==> src/rtl/cpim_pkg.sv <==
// Shared constants and register codes for the constant-padding index map.
// No dependencies.
`timescale 1ns / 1ps
package cpim_pkg;

	localparam int DIM_BITS_DEF   = 16;
	localparam int INDEX_BITS_DEF = 32;
	localparam int EXT_W          = 16;
	localparam int BOX_W          = 64;
	localparam int CFG_DATA_W     = 64;
	localparam int WORD_W         = 32;

	typedef enum logic [2:0] {
		REG_OUT_N     = 3'd0,
		REG_OUT_C     = 3'd1,
		REG_OUT_H     = 3'd2,
		REG_OUT_W     = 3'd3,
		REG_BOX_BEGIN = 3'd4,
		REG_BOX_END   = 3'd5,
		REG_FILL      = 3'd6
	} cfg_reg_t;

endpackage

==> src/rtl/cpim_div_cell.sv <==
// One restoring division step: one quotient bit per cell.
// Depends on cpim_pkg.
`timescale 1ns / 1ps
module cpim_div_cell
	import cpim_pkg::*;
#(
	parameter int DB = DIM_BITS_DEF,
	parameter int IB = INDEX_BITS_DEF,
	parameter int SW = 3 * DIM_BITS_DEF
) (
	input  logic          clk,
	input  logic          arst_n,
	input  logic          en,
	input  logic          v_in,
	input  logic [DB-1:0] rem_in,
	input  logic [IB-1:0] num_in,
	input  logic [SW-1:0] side_in,
	input  logic [DB-1:0] divisor,
	output logic          v_out,
	output logic [DB-1:0] rem_out,
	output logic [IB-1:0] num_out,
	output logic [SW-1:0] side_out
);

	logic [DB:0]   trial;
	logic [DB:0]   diff;
	logic          ge;
	logic          v_q;
	logic [DB-1:0] rem_q;
	logic [IB-1:0] num_q;
	logic [SW-1:0] side_q;

	assign trial = {rem_in, num_in[IB-1]};
	assign diff  = trial - {1'b0, divisor};
	assign ge    = trial >= {1'b0, divisor};

	always_ff @(posedge clk or negedge arst_n) begin
		if (!arst_n) begin
			v_q <= 1'b0;
		end else if (en) begin
			v_q <= v_in;
		end
	end

	always_ff @(posedge clk) begin
		if (en) begin
			rem_q  <= ge ? diff[DB-1:0] : trial[DB-1:0];
			num_q  <= {num_in[IB-2:0], ge};
			side_q <= side_in;
		end
	end

	assign v_out    = v_q;
	assign rem_out  = rem_q;
	assign num_out  = num_q;
	assign side_out = side_q;

endmodule

==> config.mk <==
export PLATFORM = sky130hd
export DESIGN_NAME = cpim_div_cell
export DESIGN_NICKNAME = d
export VERILOG_FILES = /design/src/rtl/cpim_pkg.sv /design/src/rtl/cpim_div_cell.sv
export SDC_FILE = /design/constraint.sdc
export NUM_CORES = 1
export LEC_CHECK = 0
export BUFFER_PORTS_ARGS = -buffer_cell sky130_fd_sc_hd__buf_4
export CAP_MARGIN = 20
export CORE_MARGIN = 10
export CORE_UTILIZATION = 49
export DETAILED_ROUTE_END_ITERATION = 8
export GPL_TIMING_DRIVEN = 0
export PLACE_DENSITY_LB_ADDON = 0.12
export SLEW_MARGIN = 10
export SYNTH_ARGS = -nofsm -noshare
export SYNTH_HDL_FRONTEND = slang
export SYNTH_SLANG_ARGS = --single-unit
==> constraint.sdc <==
create_clock -name clk -period 1.7 [get_ports clk]
set_clock_uncertainty 0.2 [all_clocks]
set_input_delay 0.085 -clock clk [delete_from_list [all_inputs] [get_ports clk]]
set_output_delay 0.085 -clock clk [all_outputs]
set_load 0.1 [all_outputs]
### Word-level counts from Yosys, hierarchy flattened

Index checks and enable logic that the tools add are counted.

| storage, ports and cells | value |
|---|---|
| flip-flop bits (word level) | 97 |
| bits of input ports | 116 |
| output and inout bits | 97 |
| logic and storage cells | 7 |

| cells by class | value |
|---|---|
| $add $sub $neg | 1 |
| magnitude comparators | 1 |
| muxes and demuxes | 1 |

Operators with widths:

| operator | count |
|---|---|
| 17-bit by 16-bit >= comparator with 1-bit output | 1 |
| 16-bit 2-to-1 mux | 1 |
| 16-bit subtractor | 1 |

### Longest topological paths before layout

Gate-level depths: netlist (run 1).

| depth | value |
|---|---|
| word-level depth | 2 |
| depth in mapped cells | 11 |
| gate-level depth less buffers | 9 |

### Worst setup path before layout (run 1)

Ideal clock, no wire load.

| timing path | value |
|---|---|
| path kind | in2reg |
| start point | in divisor[14] |
| end point | reg rem_q[10], in the netlist rem_out[10], data pin |
| library setup time | 260 ps |
| data arrival time | 2007 ps |
| data required time | 1240 ps |
| slack | -768 ps |
| stages on the path | 11 |
| buffers on the path | 2 |
| cell sequence | inv_1 > ha_1 > buf_6 > a21o_1 > a211o_1 > a41o_1 > a31oi_4 > o21a_4 > inv_4 > buf_12 > mux2_4 |

| on the way | value |
|---|---|
| word-level cells in the longest chain between the ends | 2 |

RTL lines:

| item | RTL line | source |
|---|---|---|
| start, declared | cpim_div_cell.sv:18 | `input logic [DB-1:0] divisor,` |
| 17-bit by 16-bit >= comparator with 1-bit output | cpim_div_cell.sv:35 | `assign ge = trial >= {1'b0, divisor};` |
| net ge | cpim_div_cell.sv:27 | `logic ge;` |
| 16-bit 2-to-1 mux | cpim_div_cell.sv:47 | `rem_q <= ge ? diff[DB-1:0] : trial[DB-1:0];` |
| end signal, assigned | cpim_div_cell.sv:47 |  |
| end, declared | cpim_div_cell.sv:29 | `logic [DB-1:0] rem_q;` |

The timed path passes the listed nets, and every way through them passes these cells.
A chain may end at the register's enable or synchronous reset.

### Worst setup path after layout (run 1)

| timing path | value |
|---|---|
| start point | in divisor[13] |
| end point | reg rem_q[8], in the netlist rem_out[8], data pin |

The elaborated chain is that of the path after synthesis.

==> impl_metrics.tcl, run 1 <==
set metrics [dict create \
    dp_hpwl_mm 9.053 \
    synthToLayoutAreaGrowth_pct 89.83 \
    drive_gt1_frac 0.5314 \
    overflow 0 \
    slew-limit-headroom 0.4483 \
    p_int_mw 4.903 \
    drt-vias-per-instance 6.291 \
    crit_path_max_incr_delay_ns 0.31 \
    start_kind "primary input" \
    start_util 0.4995 \
    htree_levels 3 \
    clock_path_buffers 2 \
    numCtsBuffers 9 \
    root_buffer "clkbuf_8" \
    fin_ws_ns -0.5717 \
    post_dp_cell_area_mm2 0.005959 \
    hold_violations 1 \
    synthFlopType "edfxtp_1" \
    arrival_ns 2.21 \
    pwr_density_cell_mw_per_mm2 1080 \
    status "finished with violations" \
    drt-total-wl_mm 25.24 \
    combPwrFrac 0.411 \
    grt_util_all_layers 0.2780 \
    yosys.area.top_type "edfxtp_1" \
    power_frac_clock 0.230 \
    synth_top_area_frac 0.7059 \
    grt_pass1_wl_mm 26.43 \
    portBuffers 212 \
    p_sw_frac 0.4146 \
    cts.sinks 97 \
    synth_area_mm2 0.004084 \
    die_h_um 111.3 \
    final_common_cell "buf_4" \
    seqPwrFrac 0.359 \
    whs_ns -0.06483 \
    layout_common_cells "buf_4, dlygate4sd3_1, edfxtp_1" \
    power_leakage_nw 3.330 \
    crit_chain "buf_4 -> inv_1 -> ha_4 -> a21o_1 -> a211o_1 -> a41o_1 -> a31oi_4 -> o21a_4 -> inv_4 -> buf_12 -> buf_12 -> mux2_4" \
    insertion_delay_ns 0.37 \
    crit_fanout 4 \
    synth.distinct_cells 44 \
    grt_max_degree 98 \
    synth_seq_area_share 0.7120 \
    syn_area_per_cell_um2 16.08 \
    cp_slowest_cell "mux2_4" \
    crit_top_cell "buf_12" \
    met1_usage 0.3068 \
    die_area_mm2 0.01239 \
    synth_edf_count 96 \
    regArea_mm2 0.002908 \
    tightest_slew_ns 0.8248 \
    pin_count 213 \
    ys_warn_count 0 \
    synthCells 254 \
    drc 0 \
    hold_path.class "primary input to register" \
    fillers 202 \
    ant_nets 0 \
    synth_nets 387 \
    rsz0062_at_grt "true" \
    coreArea_mm2 0.008175 \
    first_iter_violations 639 \
    synthTopCellsByArea "edfxtp_1, ha_1, mux2_4" \
    fmax_mhz 440.2 \
    grt.busiest_layer "met2" \
    fin_nets 734 \
    drv_cap 0 \
    p_sw_mw 3.472 \
    design_area_mm2 0.007752 \
    crit_type "primary input to register" \
    antenna_found_initial 4 \
    gp_congestion 0.8305 \
    worstPathRequired_ns 1.64 \
    slew_viol_final 0 \
    cts_tree "built" \
    worst_setup_path_end_kind "register" \
    ir_drop_uv 743.3 \
    routedWlPerCell_um 35.29 \
    firstDrtPassIters 6 \
    finalSetupTns_ns -7.849 \
    vias 4498 \
    synthArstFlopShare 0.01031 \
    rows 33 \
    use_met2 0.4998 \
    cts.reportedPaths.clkPinSlew_ns 0.11 \
    die_x_um 111.3 \
    grt_pass1_vias 4057 \
    multi_input_area_mm2 0.001381 \
    violations "negative hold slack, negative setup slack" \
    ys_ff_latch 97 \
    layout_min_cycle_time_ns 2.272 \
    post-route-period-util 1.336 \
    setup_viol 17 \
    grtUsageMet3 0.07197 \
]
cell usage after synthesis (2+ instances only):
cell	count
mux2_2	5
a211o_1	2
a31oi_1	3
mux2_4	8
ha_1	16
and3_1	2
o21bai_1	4
a41o_1	2
xor2_1	4
mux2i_1	3
nor2_1	9
edfxtp_1	96
nand3_1	3
nand4_1	3
a211oi_1	2
nand2_1	13
a21o_1	3
clkbuf_1	4
xnor2_1	8
o21ai_0	8
inv_1	24
a21oi_1	10
worst max-delay path: cells and delay by family:
kind | cells | cell delay, ns
multiplexers | 1 | 0.31
AO/OA/AOI/OAI | 5 | 1.15
adder cells (fa/ha/maj) | 1 | 0.19
buffers and inverters | 5 | 0.46
kinds of logic after synthesis:
logic type      Yosys count  synth area share
buf+inv                  31           0.03493
flops                    97            0.7120
xor+xnor                 12           0.02574
mux                      16           0.05055
simple gates             36           0.04290
fa+ha+maj                17           0.05392
compound gates           45           0.07996
per-stage QoR:
step | instances | power (mW) | setup slack (ns) | utilization
final | 715 | 8.375 | -0.5717 | 0.9483
after CTS | 694 | 7.762 | -0.4355 | 0.9005
after global placement | 571 | 5.688 | -0.8875 | 0.7290
after global routing | 715 | 8.472 | -0.5831 | 0.9483
after detailed placement | 571 | 5.722 | -0.9022 | 0.7290
after floorplan | 254 | 5.023 | -0.6408 | -
worst paths after layout:
kind                                  start          end  slack [ns]  cells past startpoint
worst max-delay path            divisor[13]   rem_out[8]       -0.57                     12
worst min-delay path             rem_in[13]  rem_out[14]       -0.06                      3
worst max register to register        v_out        v_out        0.73                      1
worst min register to register        v_out        v_out        0.35                      1
max in group asynchronous            arst_n        v_out        0.74                      3
min in group asynchronous            arst_n        v_out        0.45                      3
registers in the layout (all words and copies together) (netlist names):
name and cells:
num_out 32, rem_out 16, v_out 1, side_out 48
repair_timing:
item | 4_1_cts | 5_1_grt
hold buffers | 97 | 2
resized for setup | 25 | 51
hold endpoints to repair | 96 | 16
endpoints found under the setup margin | 17 | 17
pin swaps | 18 | 22
setup buffers | 15 | 15
power groups by stage:
stage               clock network [mW]  registers (mW)  logic (mW)
finish                            1.93            3.01        3.44
global route                      1.98            3.02        3.47
CTS                               1.82            2.95        2.99
detailed placement                   0            3.00        2.72
global placement                     0            2.99        2.70
floorplan                            0            4.58       0.440
routing by layer:
metal / wire length, um / vias to the layer above
li1: - / 1656
met1: 7824 / 2109
met2: 12590 / 557
met3: 2812 / 176
met4: 2004 / 0
met5: 0 / -
cell type report:
cell class / count / share of cell area
timing repair buffer: 341 / 0.3781
clock buffer: 10 / 0.01646
sequential: 97 / 0.3751
inverter: 25 / 0.01695
antenna: 4 / 0.001291
multi-input combinational: 126 / 0.1782
clock inverter: 6 / 0.01436
buffer: 1 / 0.002582
tap: 105 / 0.01695
Power figures use the tool's default switching activity.
==> run 2, diff against run 1 <==
- SETUP_SLACK_MARGIN: default -> 0.2
==> run 2 against run 1 <==
Against the previous run:
- the flow still finishes with violations (negative hold slack, negative setup slack)
- via count is 4.3% lower
- combinational power is 3% lower
- register-to-register slack worse by 0.08 ns
- sequential power hardly changed
- sequential share of layout area is 0.58 points higher
- critical path type unchanged
- critical endpoint is now rem_out[4]
- largest cell class unchanged
- largest power group unchanged
==> impl_metrics.tcl, run 2 (synthesis results as in run 1) <==
set metrics [dict create \
    status "finished with violations" \
    violations "negative hold slack, negative setup slack" \
    fmax_mhz 438.8 \
    gp_congestion 0.8305 \
    die_area_mm2 0.01239 \
    start_util 0.4995 \
    finalSetupTns_ns -8.353 \
    fin_ws_ns -0.5788 \
    firstDrtPassIters 7 \
    drt-vias-per-instance 6.056 \
    cp_slowest_cell "mux2_2" \
    hold_violations 20 \
    tightest_slew_ns 0.6556 \
    insertion_delay_ns 0.37 \
    layout_min_cycle_time_ns 2.279 \
    finalPower_mw 8.285 \
    arrival_ns 2.21 \
    crit_fanout 8 \
    first_iter_violations 487 \
    htree_levels 3 \
    antenna_found_initial 0 \
    coreArea_mm2 0.008175 \
    routedWlPerCell_um 32.19 \
    place_ws_ns -0.9022 \
    crit_type "primary input to register" \
    power_leakage_nw 3.326 \
    worst_setup_path_end_kind "register" \
    start_kind "primary input" \
    die_h_um 111.3 \
    layout_common_cells "buf_4, dlygate4sd3_1, edfxtp_1" \
    grt_pass1_vias 4154 \
    drv_cap 0 \
    largest_register_ffs 48 \
    crit_path_max_incr_delay_ns 0.34 \
    pwr_density_cell_mw_per_mm2 1085 \
    crit_chain "buf_4 -> inv_1 -> ha_1 -> clkbuf_4 -> nand4_1 -> nor2_1 -> a41o_1 -> a31oi_4 -> o21a_4 -> inv_6 -> buf_4 -> mux2_2" \
    vias 4306 \
    dp_hpwl_mm 9.053 \
    grt_pass1_wl_mm 26.70 \
    worstPathRequired_ns 1.63 \
    grt_max_degree 98 \
    numCtsBuffers 9 \
    ant_nets 0 \
    root_buffer "clkbuf_8" \
    fin_nets 734 \
    antenna_cells 0 \
    cts.reportedPaths.clkPinSlew_ns 0.10 \
    fillers 236 \
    slew_viol_final 0 \
    whs_ns -0.04916 \
    rows 33 \
    post-route-period-util 1.340 \
    synthToLayoutAreaGrowth_pct 86.92 \
    hold_path.class "primary input to register" \
    rrSetupSlack_ns 0.65 \
    setup_viol 17 \
    cts.sinks 97 \
    die_x_um 111.3 \
    pin_count 213 \
    ir_drop_uv 685.0 \
    grt_util_all_layers 0.2803 \
    portBuffers 212 \
    rsz0062_at_grt "true" \
    overflow 0 \
    drt-total-wl_mm 22.88 \
    cts_tree "built" \
    final_common_cell "buf_4" \
    drc 0 \
    slew-limit-headroom 0.5600 \
    crit_top_cell "buf_4" \
    drive_gt1_frac 0.5149 \
    clock_path_buffers 2 \
]
-- run 2: path summary, 6_finish.rpt --
kind | start | to | cells past startpoint
min in group asynchronous | arst_n | v_out | 3
worst max-delay path | divisor[10] | rem_out[4] | 12
worst min register to register | v_out | v_out | 1
worst max register to register | v_out | v_out | 1
worst min-delay path | en | rem_out[12] | 1
max in group asynchronous | arst_n | v_out | 3
-- run 2: power breakdown --
group / leakage (nW) / internal (mW) / total, mW / switching [mW]
clock: 0.119 / 0.987 / 1.93 / 0.944
combinational: 2.26 / 0.999 / 3.35 / 2.35
sequential: 0.951 / 2.89 / 3.01 / 0.114
-- run 2: cell type report --
type / instances / area (um2) / area share
Timing Repair Buffer: 336 / 2848 / 0.3731
Tap cell: 105 / 131.4 / 0.01721
Buffer: 6 / 65.06 / 0.008523
Clock inverter: 6 / 111.4 / 0.01459
Clock buffer: 10 / 127.6 / 0.01672
Inverter: 25 / 123.9 / 0.01623
Sequential cell: 97 / 2908 / 0.3809
Multi-Input combinational cell: 126 / 1319 / 0.1728
-- run 2: through the flow --
stage                     area (um2)  utilization  hold WS, ns  instances
final                           7634       0.9337     -0.04916        711
after global routing            7634       0.9337     -0.03511        711
after CTS                       7382       0.9030      0.02840        698
after detailed placement        5959       0.7290      -0.3351        571
after global placement          5959       0.7290      -0.3391        571
after floorplan                 4237            -      -0.4106        254
-- run 2: routing by layer --
metal / up-vias / part of all wire / track usage
li1: 1650 / - / -
met1: 2047 / 0.31 / 0.3114
met2: 465 / 0.50 / 0.4932
met3: 144 / 0.11 / 0.06872
met4: 0 / 0.077 / 0.1277
met5: - / 0 / 0
-- run 2: timing repair --
action | in CTS | in global routing
resized for setup | 22 | 37
setup endpoints to repair | 17 | 17
pin swaps | 14 | 10
gates cloned | 1 | 0
endpoints found under the hold margin | 96 | 10
buffers inserted | 12 | 11
hold buffers | 98 | 1
-- run 2: worst max-delay path: cells and delay by family --
family	cells	cell delay, ns
multiplexers	1	0.34
adder cells (fa/ha/maj)	1	0.32
buffers and inverters	5	0.62
AO/OA/AOI/OAI	3	0.49
AND/OR/NAND/NOR	2	0.36
