## src/rtl/cpim_pkg.sv

```systemverilog
// Shared constants and register codes for the constant-padding index map.
// No dependencies.
`timescale 1ns / 1ps
package cpim_pkg;

	localparam int DIM_BITS_DEF   = 16;
	localparam int INDEX_BITS_DEF = 32;
	localparam int EXT_W          = 16;
	localparam int BOX_W          = 64;
	localparam int CFG_DATA_W     = 64;
	localparam int WORD_W         = 32;

	typedef enum logic [2:0] {
		REG_OUT_N     = 3'd0,
		REG_OUT_C     = 3'd1,
		REG_OUT_H     = 3'd2,
		REG_OUT_W     = 3'd3,
		REG_BOX_BEGIN = 3'd4,
		REG_BOX_END   = 3'd5,
		REG_FILL      = 3'd6
	} cfg_reg_t;

endpackage

```

## src/rtl/cpim_mac_cell.sv

```systemverilog
// One dimension of the box test and source index accumulation.
// Depends on cpim_pkg.
`timescale 1ns / 1ps
module cpim_mac_cell
	import cpim_pkg::*;
#(
	parameter int DB = DIM_BITS_DEF,
	parameter int IB = INDEX_BITS_DEF,
	parameter int SW = 4 * DIM_BITS_DEF
) (
	input  logic          clk,
	input  logic          arst_n,
	input  logic          en,
	input  logic          v_in,
	input  logic          ok_in,
	input  logic          inb_in,
	input  logic [IB-1:0] acc_in,
	input  logic [SW-1:0] side_in,
	input  logic [DB-1:0] crd,
	input  logic [DB-1:0] lo,
	input  logic [DB-1:0] hi,
	output logic          v_out,
	output logic          ok_out,
	output logic          inb_out,
	output logic [IB-1:0] acc_out,
	output logic [SW-1:0] side_out
);

	logic [DB-1:0]    span;
	logic [DB-1:0]    off;
	logic [IB+DB-1:0] prod;
	logic [IB+DB-1:0] sum;
	logic             hit;
	logic             v_q;
	logic             ok_q;
	logic             inb_q;
	logic [IB-1:0]    acc_q;
	logic [SW-1:0]    side_q;

	assign hit  = (crd >= lo) && (crd < hi);
	assign span = hi - lo;
	assign off  = crd - lo;
	assign prod = {{DB{1'b0}}, acc_in} * {{IB{1'b0}}, span};
	assign sum  = prod + {{IB{1'b0}}, off};

	always_ff @(posedge clk or negedge arst_n) begin
		if (!arst_n) begin
			v_q <= 1'b0;
		end else if (en) begin
			v_q <= v_in;
		end
	end

	always_ff @(posedge clk) begin
		if (en) begin
			ok_q   <= ok_in;
			inb_q  <= inb_in & hit;
			acc_q  <= sum[IB-1:0];
			side_q <= side_in;
		end
	end

	assign v_out    = v_q;
	assign ok_out   = ok_q;
	assign inb_out  = inb_q;
	assign acc_out  = acc_q;
	assign side_out = side_q;

endmodule

```

## config.mk

```make
export PLATFORM = sky130hd
export DESIGN_NAME = cpim_mac_cell
export DESIGN_NICKNAME = d
export VERILOG_FILES = /design/src/rtl/cpim_pkg.sv /design/src/rtl/cpim_mac_cell.sv
export SDC_FILE = /design/constraint.sdc
export NUM_CORES = 1
export LEC_CHECK = 0
export ABC_AREA = 0
export BUFFER_PORTS_ARGS = -buffer_cell sky130_fd_sc_hd__clkbuf_2
export CAP_MARGIN = 0
export CORE_AREA = 8 8 236 238
export CTS_CLUSTER_SIZE = 40
export DETAILED_ROUTE_END_ITERATION = 10
export DIE_AREA = 0 0 244 246
export SLEW_MARGIN = 10
export SYNTH_ARGS = -nofsm -noshare
export SYNTH_HDL_FRONTEND = slang
export SYNTH_SLANG_ARGS = --single-unit
```

## constraint.sdc

```tcl
create_clock -name clk -period 1.95 [get_ports clk]
set_input_delay 0 -clock clk [delete_from_list [all_inputs] [get_ports clk]]
set_output_delay 0 -clock clk [all_outputs]
set_load 0.03 [all_outputs]
```

## Word-level counts from Yosys, hierarchy flattened

Index checks and enable logic that the tools add are counted.

- Register bits: 99
- Input bits: 150
- Output and inout bits: 99
- Word-level logic and storage cells: 13

- Add/subtract/negate cells: 3
- Multiply operators: 1
- $lt $le $gt $ge: 2
- Bitwise operators: 1
- Reductions and logical operators: 1

Operators by type and width:

| kind | number |
|---|---|
| $add A32 B16 Y32 | 1 |
| $mul A32 B16 Y32 | 1 |
| $sub A16 B16 Y16 | 2 |
| $ge A16 B16 Y1 | 1 |
| $lt A16 B16 Y1 | 1 |
| $and A1 B1 Y1 | 1 |
| $logic_and A1 B1 Y1 | 1 |

## Longest topological paths before layout

Gate-level depths: netlist of the first run.

- Depth in word-level cells: 3
- Depth in mapped cells: 39
- Gate-level depth less buffers: 38

## Worst setup path after synthesis of the first run

No wires, ideal clock.

- Path type: input-to-reg
- Start: input hi[0]
- End: register acc_q[31], in the netlist acc_out[31], data pin
- Data arrival time: 7.871 ns
- Required time: 1.690 ns
- Slack: -6.181 ns
- Stages: 37
- Path through: inv_1 -> ha_1 -> inv_1 -> fa_1 -> a21oi_1 -> o2111ai_1 -> a31o_1 -> a21o_1 -> a21oi_1 -> o21bai_1 -> a21o_1 -> a21oi_1 -> xnor2_1 -> clkbuf_1 -> and2_1 -> fa_1 -> fa_1 -> fa_1 -> fa_1 -> fa_1 -> inv_1 -> fa_1 -> inv_1 -> ha_1 -> a21o_1 -> a21o_1 -> a21o_1 -> a221o_1 -> a21o_1 -> a21oi_1 -> o21bai_1 -> a21oi_1 -> o21ai_1 -> a31oi_1 -> o21ai_0 -> xnor2_1 -> xnor2_1

- Word-level cells in the longest chain between the ends: 3

Ends and longest elaborated chain:

| what | RTL line | source |
|---|---|---|
| start, declared | cpim_mac_cell.sv:21 | `input logic [DB-1:0] hi,` |
| $sub A16 B16 Y16 | cpim_mac_cell.sv:41 | `assign span = hi - lo;` |
| $mul A32 B16 Y32 | cpim_mac_cell.sv:43 | `assign prod = {{DB{1'b0}}, acc_in} * {{IB{1'b0}}, span};` |
| $add A32 B16 Y32 | cpim_mac_cell.sv:44 | `assign sum = prod + {{IB{1'b0}}, off};` |
| net sum[31] | cpim_mac_cell.sv:32 | `logic [IB+DB-1:0] sum;` |
| end signal, assigned | cpim_mac_cell.sv:58 | `acc_q <= sum[IB-1:0];` |
| end, declared | cpim_mac_cell.sv:37 | `logic [IB-1:0] acc_q;` |

The timed path passes the listed nets, and every way through them passes these cells.
A chain may end at the register's enable or synchronous reset.

## Worst setup path in the final report of the first run

- Start: input lo[1]
- End: register acc_q[30], in the netlist acc_out[30], data pin

- Word-level cells in the longest chain between the ends: 3
- Elaborated cells on any way between the ends: 4
- Classes of those cells: add/sub: 3; mul: 1

Ends and longest elaborated chain:

| what | RTL line | source |
|---|---|---|
| start, declared | cpim_mac_cell.sv:20 | `input logic [DB-1:0] lo,` |
| $sub A16 B16 Y16 | cpim_mac_cell.sv:41 |  |
| $mul A32 B16 Y32 | cpim_mac_cell.sv:43 |  |
| $add A32 B16 Y32 * | cpim_mac_cell.sv:44 |  |
| net sum[30] | cpim_mac_cell.sv:32 |  |

Mark *: on every way through the listed nets, which the timed path passes. The rest lies on a longest branch.

==> flow_metrics.env, run 1 <==
export IMPL_ys_ff_latch=99
export IMPL_max_cap_viol_count=0
export IMPL_hold_ws_ns=0.0504
export IMPL_tightest_slew_ns=0.495
export IMPL_arrival_ns=7.90
export IMPL_grt_usage=0.171
export IMPL_final_cell_area_mm2=0.0236
export IMPL_r2r_end="v_out"
export IMPL_multi_input_area_mm2=0.0127
export IMPL_grt_pass1_wl_mm=81.2
export IMPL_synth_avg_cell_area_um2=9.50
export IMPL_post_route_period_util=3.96
export IMPL_fp_dieW_um=244
export IMPL_final_antenna_net_count=0
export IMPL_violations="negative setup slack"
export IMPL_cts_sinks=99
export IMPL_gp_congestion=0.908
export IMPL_min_from="en"
export IMPL_reg2regPathDepth=1
export IMPL_place_hpwl_mm=42.4
export IMPL_worstSetupStartpointType="input port"
export IMPL_final_max_slew_viol_count=0
export IMPL_path_max_fanout=5
export IMPL_grt_start_max_net_pins=43
export IMPL_clockBufferDepth=2
export IMPL_ios=249
export IMPL_fin_ws_ns=-5.76
export IMPL_post_place_ws_ns=-6.32
export IMPL_synth_seq_area_share=0.175
export IMPL_drt_pass1_iter_count=5
export IMPL_antenna_found_initial=4
export IMPL_fillers=4966
export IMPL_path_class="input port to register"
export IMPL_clkLatencyLatePin_ns=0.37
export IMPL_clkTransAtPathRegs_ns=0.10
export IMPL_cpPeakStageDelay_ns=0.55
export IMPL_tritoncts="yes"
export IMPL_rsz0062_at_grt="true"
export IMPL_htree_levels=3
export IMPL_drt_wl_total_mm=50.2
export IMPL_outcome="complete, but fails checks"
export IMPL_die_h_um=246
export IMPL_synthArstFlopShare=0.0101
export IMPL_drive_gt1_frac=0.315
export IMPL_final_nets=3004
export IMPL_post_dp_cell_area_mm2=0.0216
export IMPL_fin_cells=3099
export IMPL_finalSetupViolations=31
export IMPL_hold_depth=1
export IMPL_area_growth_pct=39.2
export IMPL_syn_cell_area_mm2=0.0170
export IMPL_ff_latch_area_mm2=0.00297
export IMPL_core_area_mm2=0.0520
export IMPL_cts_buffers=9
export IMPL_dieArea_mm2=0.0600
export IMPL_max_freq_mhz=130
export IMPL_min_period_ns=7.71
export IMPL_yosys_warnings=0
export IMPL_drt_iter0_markers=531
export IMPL_place_inst=2963
export IMPL_timing_rr_start="v_out"
export IMPL_synthFlopType="edfxtp_1"
export IMPL_vias=13800
export IMPL_cts_root_buf="clkbuf_16"
export IMPL_start_util=0.326
export IMPL_synth_edf_count=98
export IMPL_hp_class="input port to register"
export IMPL_skew_ns=0
export IMPL_ys_types=52
export IMPL_worstPathRequired_ns=2.14
export IMPL_syn_instance_count=1786
export IMPL_overflow=0
export IMPL_relSlewSlack=0.667
export IMPL_vias_per_cell=4.45
export IMPL_syn_num_nets=2387
export IMPL_io_buffers=248
export IMPL_slowest_stage="fa_1"
export IMPL_hold_viol_final=0
export IMPL_hold_end="acc_out[0]"
export IMPL_wl_per_cell_um=16.2
export IMPL_rows=84
export IMPL_ff2ff_setup_slack_ns=1.20
export IMPL_grt_pass1_vias=15600
export IMPL_end_kind="register"
export IMPL_drc_errors=0
worst max path at each step:
stage | endpoint | from | slack, ns
global placement | acc_out[31] | lo[1] | -6.22
global route | acc_out[31] | lo[1] | -6.06
finish | acc_out[30] | lo[1] | -5.76
CTS | acc_out[31] | lo[1] | -5.67
detailed placement | acc_out[31] | lo[1] | -6.32
floorplan | acc_out[31] | lo[1] | -5.84
area by class of cell:
type                    count  area share
clock inverters             7     0.00339
flip-flops and latches     99       0.126
multi-input cells        1131       0.539
clock buffers               9     0.00954
diodes                      3    0.000318
well taps                 688      0.0365
repair buffers            663       0.206
inverters                 499      0.0796
state kept, by name, indices dropped and copies added, names as in the netlist:
name and flops:
acc_out 32, side_out 64, v_out 1, ok_out 1
inb_out 1
through the flow:
stage,TNS [ns],utilization
after floorplan,-116.41,-
after global placement,-134.49,0.415
after detailed placement,-136.28,0.415
after CTS,-126.72,0.447
after global routing,-140.23,0.454
final,-134.25,0.454
Yosys cell counts, drive strengths merged (2+ instances only):
cell type	instances	area [um2]
nor2	18	67.6
a31o	4	35.0
edfxtp	98	2940
nor2b	29	181
ha	130	1630
a21oi	39	199
a21boi	6	45.0
a2111o	2	22.5
o2111ai	2	17.5
xor2	17	156
and3	3	18.8
mux2	2	22.5
o21bai	6	45.0
xnor3	2	45.0
nand2b	14	87.6
inv	499	1870
clkbuf	57	214
a21o	31	233
nand2	266	998
o31a	2	17.5
o21a	3	22.5
nand3	13	65.1
nand4	6	37.5
xnor2	56	528
and2	114	713
fa	321	6430
nor3	4	20.0
o21ai	24	120
placed cells by master, fill, tap and decap left out, types with 11 or more instances in the layout:
cell,synthesis,layout
buf_4,0,309
nor2b_1,29,28
xnor2_1,51,44
a21o_1,31,31
nor2_1,18,15
a21oi_1,38,14
fa_2,0,15
o21ai_0,17,11
ha_4,0,21
clkbuf_2,0,244
edfxtp_1,98,98
a21oi_2,1,17
ha_1,130,107
fa_1,321,306
buf_12,0,19
buf_6,0,22
nand2_1,266,254
inv_1,499,477
xor2_1,16,15
nand2b_1,14,13
inv_2,0,20
dlygate4sd3_1,0,68
and2_1,114,106
nand3_1,13,11
metal layers:
| layer | vias up | part of all wire | GRT usage |
|---|---|---|---|
| li1 | 6508 | - | - |
| met1 | 6889 | 0.40 | 0.196 |
| met2 | 320 | 0.54 | 0.324 |
| met3 | 57 | 0.039 | 0.0220 |
| met4 | 2 | 0.027 | 0.0587 |
| met5 | - | 0.00026 | 0 |
worst max-delay path, delay by kind of cell:
kind            cells  cell delay (ns)
xor+xnor            1             0.11
fa+ha+maj           8             3.35
simple gates        1             0.16
compound gates     16             3.45
buf+inv             8             0.84
timing repair:
item	4_1_cts	5_1_grt
hold buffers	68	0
endpoints found under the setup margin	31	31
setup buffers	41	21
pin swaps	50	48
endpoints found under the hold margin	67	0
gates resized for setup	81	49
logic make-up after synthesis:
logic type	synth area share
AO/OA/AOI/OAI	0.0502
buffers and inverters	0.123
multiplexers	0.00133
AND/OR/NAND/NOR	0.131
XOR/XNOR	0.0444
adder cells (fa/ha/maj)	0.475
flip-flops	0.175
Power of run 1 is not shown: default switching activity piles up to over one toggle a cycle in this logic, so the estimate is an artifact.
==> run 2, diff against run 1 <==
==> constraint.sdc (replaced) <==
create_clock -name clk -period 9.2 [get_ports clk]
set_input_delay 0 -clock clk [delete_from_list [all_inputs] [get_ports clk]]
set_output_delay 0 -clock clk [all_outputs]
set_load 0.03 [all_outputs]
==> flow_metrics.env, run 2 (synthesis results as in run 1) <==
export IMPL_outcome="finished clean"
export IMPL_final_nets=2677
export IMPL_drt_iter0_markers=541
export IMPL_hp_class="input port to register"
export IMPL_clkLatencyLatePin_ns=0.36
export IMPL_wl_met3_mm=2.37
export IMPL_grt_usage=0.157
export IMPL_fp_dieW_um=244
export IMPL_start_util=0.326
export IMPL_cts_sinks=99
export IMPL_area_growth_pct=18.5
export IMPL_antenna_found_initial=1
export IMPL_rows=84
export IMPL_clockBufferDepth=2
export IMPL_grt_pass1_vias=14000
export IMPL_finalSetupViolations=0
export IMPL_rsz0062_at_grt="false"
export IMPL_timing_rr_start="v_out"
export IMPL_core_area_mm2=0.0520
export IMPL_crit_top_cell="fa_1"
export IMPL_drt_pass1_iter_count=5
export IMPL_r2r_end="v_out"
export IMPL_ff2ff_setup_slack_ns=8.46
export IMPL_min_period_ns=8.51
export IMPL_grt_pass1_wl_mm=74.4
export IMPL_cts_repair_resized=0
export IMPL_clkTransAtPathRegs_ns=0.07
export IMPL_post_route_period_util=0.924
export IMPL_worstSetupStartpointType="input port"
export IMPL_gp_congestion=0.903
export IMPL_cts_root_buf="clkbuf_16"
export IMPL_reg2regPathDepth=1
export IMPL_arrival_ns=8.63
export IMPL_skew_ns=0
export IMPL_place_hpwl_mm=37.5
export IMPL_wl_met2_mm=23.7
export IMPL_max_freq_mhz=118
export IMPL_vias=12600
export IMPL_path_class="input port to register"
export IMPL_final_antenna_net_count=0
export IMPL_drc_errors=0
export IMPL_drt_wl_total_mm=46.1
export IMPL_cts_buffers=9
export IMPL_vias_per_cell=4.56
export IMPL_die_h_um=246
export IMPL_slowest_stage="xnor2_1"
export IMPL_hold_viol_final=0
export IMPL_tightest_slew_ns=1.18
export IMPL_ios=249
export IMPL_final_max_slew_viol_count=0
export IMPL_htree_levels=3
export IMPL_wl_per_cell_um=16.7
export IMPL_endpoint="acc_out[31]"
export IMPL_dieArea_mm2=0.0600
export IMPL_drive_gt1_frac=0.142
export IMPL_grt_start_max_net_pins=79
export IMPL_post_place_ws_ns=0.365
export IMPL_routedLengthMet1_mm=18.6
export IMPL_tns_ns=0
export IMPL_overflow=0
export IMPL_hold_ws_ns=0.0889
export IMPL_path_max_fanout=15
export IMPL_layout_commonest_cell="inv_1"
export IMPL_end_kind="register"
export IMPL_worstPathRequired_ns=9.33
export IMPL_fin_ws_ns=0.695
export IMPL_startpoint="hi[0]"
export IMPL_max_cap_viol_count=0
export IMPL_most_common_layout_cells="inv_1 (499), fa_1 (321), nand2_1 (266), clkbuf_2 (247), ha_1 (130)"
export IMPL_largest_reg_flops=64
export IMPL_dr_max_layer_used="met4"
export IMPL_cpPeakStageDelay_ns=0.53
export IMPL_io_buffers=248
export IMPL_tritoncts="yes"
export IMPL_relSlewSlack=0.209
==> run 2: metal layers <==
metal	GRT usage	vias up
li1	-	5841
met1	0.185	6313
met2	0.284	383
met3	0.0260	82
met4	0.0594	0
met5	0	-
==> run 2: final cells by class <==
type                       instances  area [um2]
clock buffer                      11         233
multi-input combinational       1131       12000
inverter                         499        1870
timing repair buffer             336        2070
sequential                        99        2970
tap                              688         861
fill                            5248       31900
antenna                            1        2.50
clock inverter                     5         108
==> run 2: metrics by stage <==
stage,util,instances,area [um2]
after global placement,0.367,2685,19100
after floorplan,-,1786,17000
after CTS,0.386,2769,20100
after detailed placement,0.367,2685,19100
after global routing,0.386,2770,20100
final,0.386,2770,20100
==> run 2: critical path: cells and delay by family <==
kind	cells	cell delay, ns
and+or+nand+nor	1	0.15
xor gates and xnor gates	3	0.80
buffers and inverters	6	0.57
adders and majority gates	9	3.53
AOI/OAI and AO/OA	19	3.59
==> run 2: worst min path at each step <==
| stage | slack, ns | endpoint | depth (start not counted) | start |
|---|---|---|---|---|
| after detailed placement | -0.22 | v_out | 1 | arst_n |
| after floorplan | -0.30 | v_out | 0 | arst_n |
| after global placement | -0.23 | v_out | 1 | arst_n |
| final | 0.09 | acc_out[1] | 1 | en |
| after global routing | 0.08 | acc_out[1] | 1 | en |
| after CTS | 0.07 | acc_out[1] | 1 | en |
==> run 2: what timing repair did <==
action                                  4_1_cts  5_1_grt
hold endpoints to repair                     67        0
buffers inserted                              0        0
endpoints found under the setup margin        0        0
hold buffers                                 68        0
Power of run 2 is left out for the same reason.
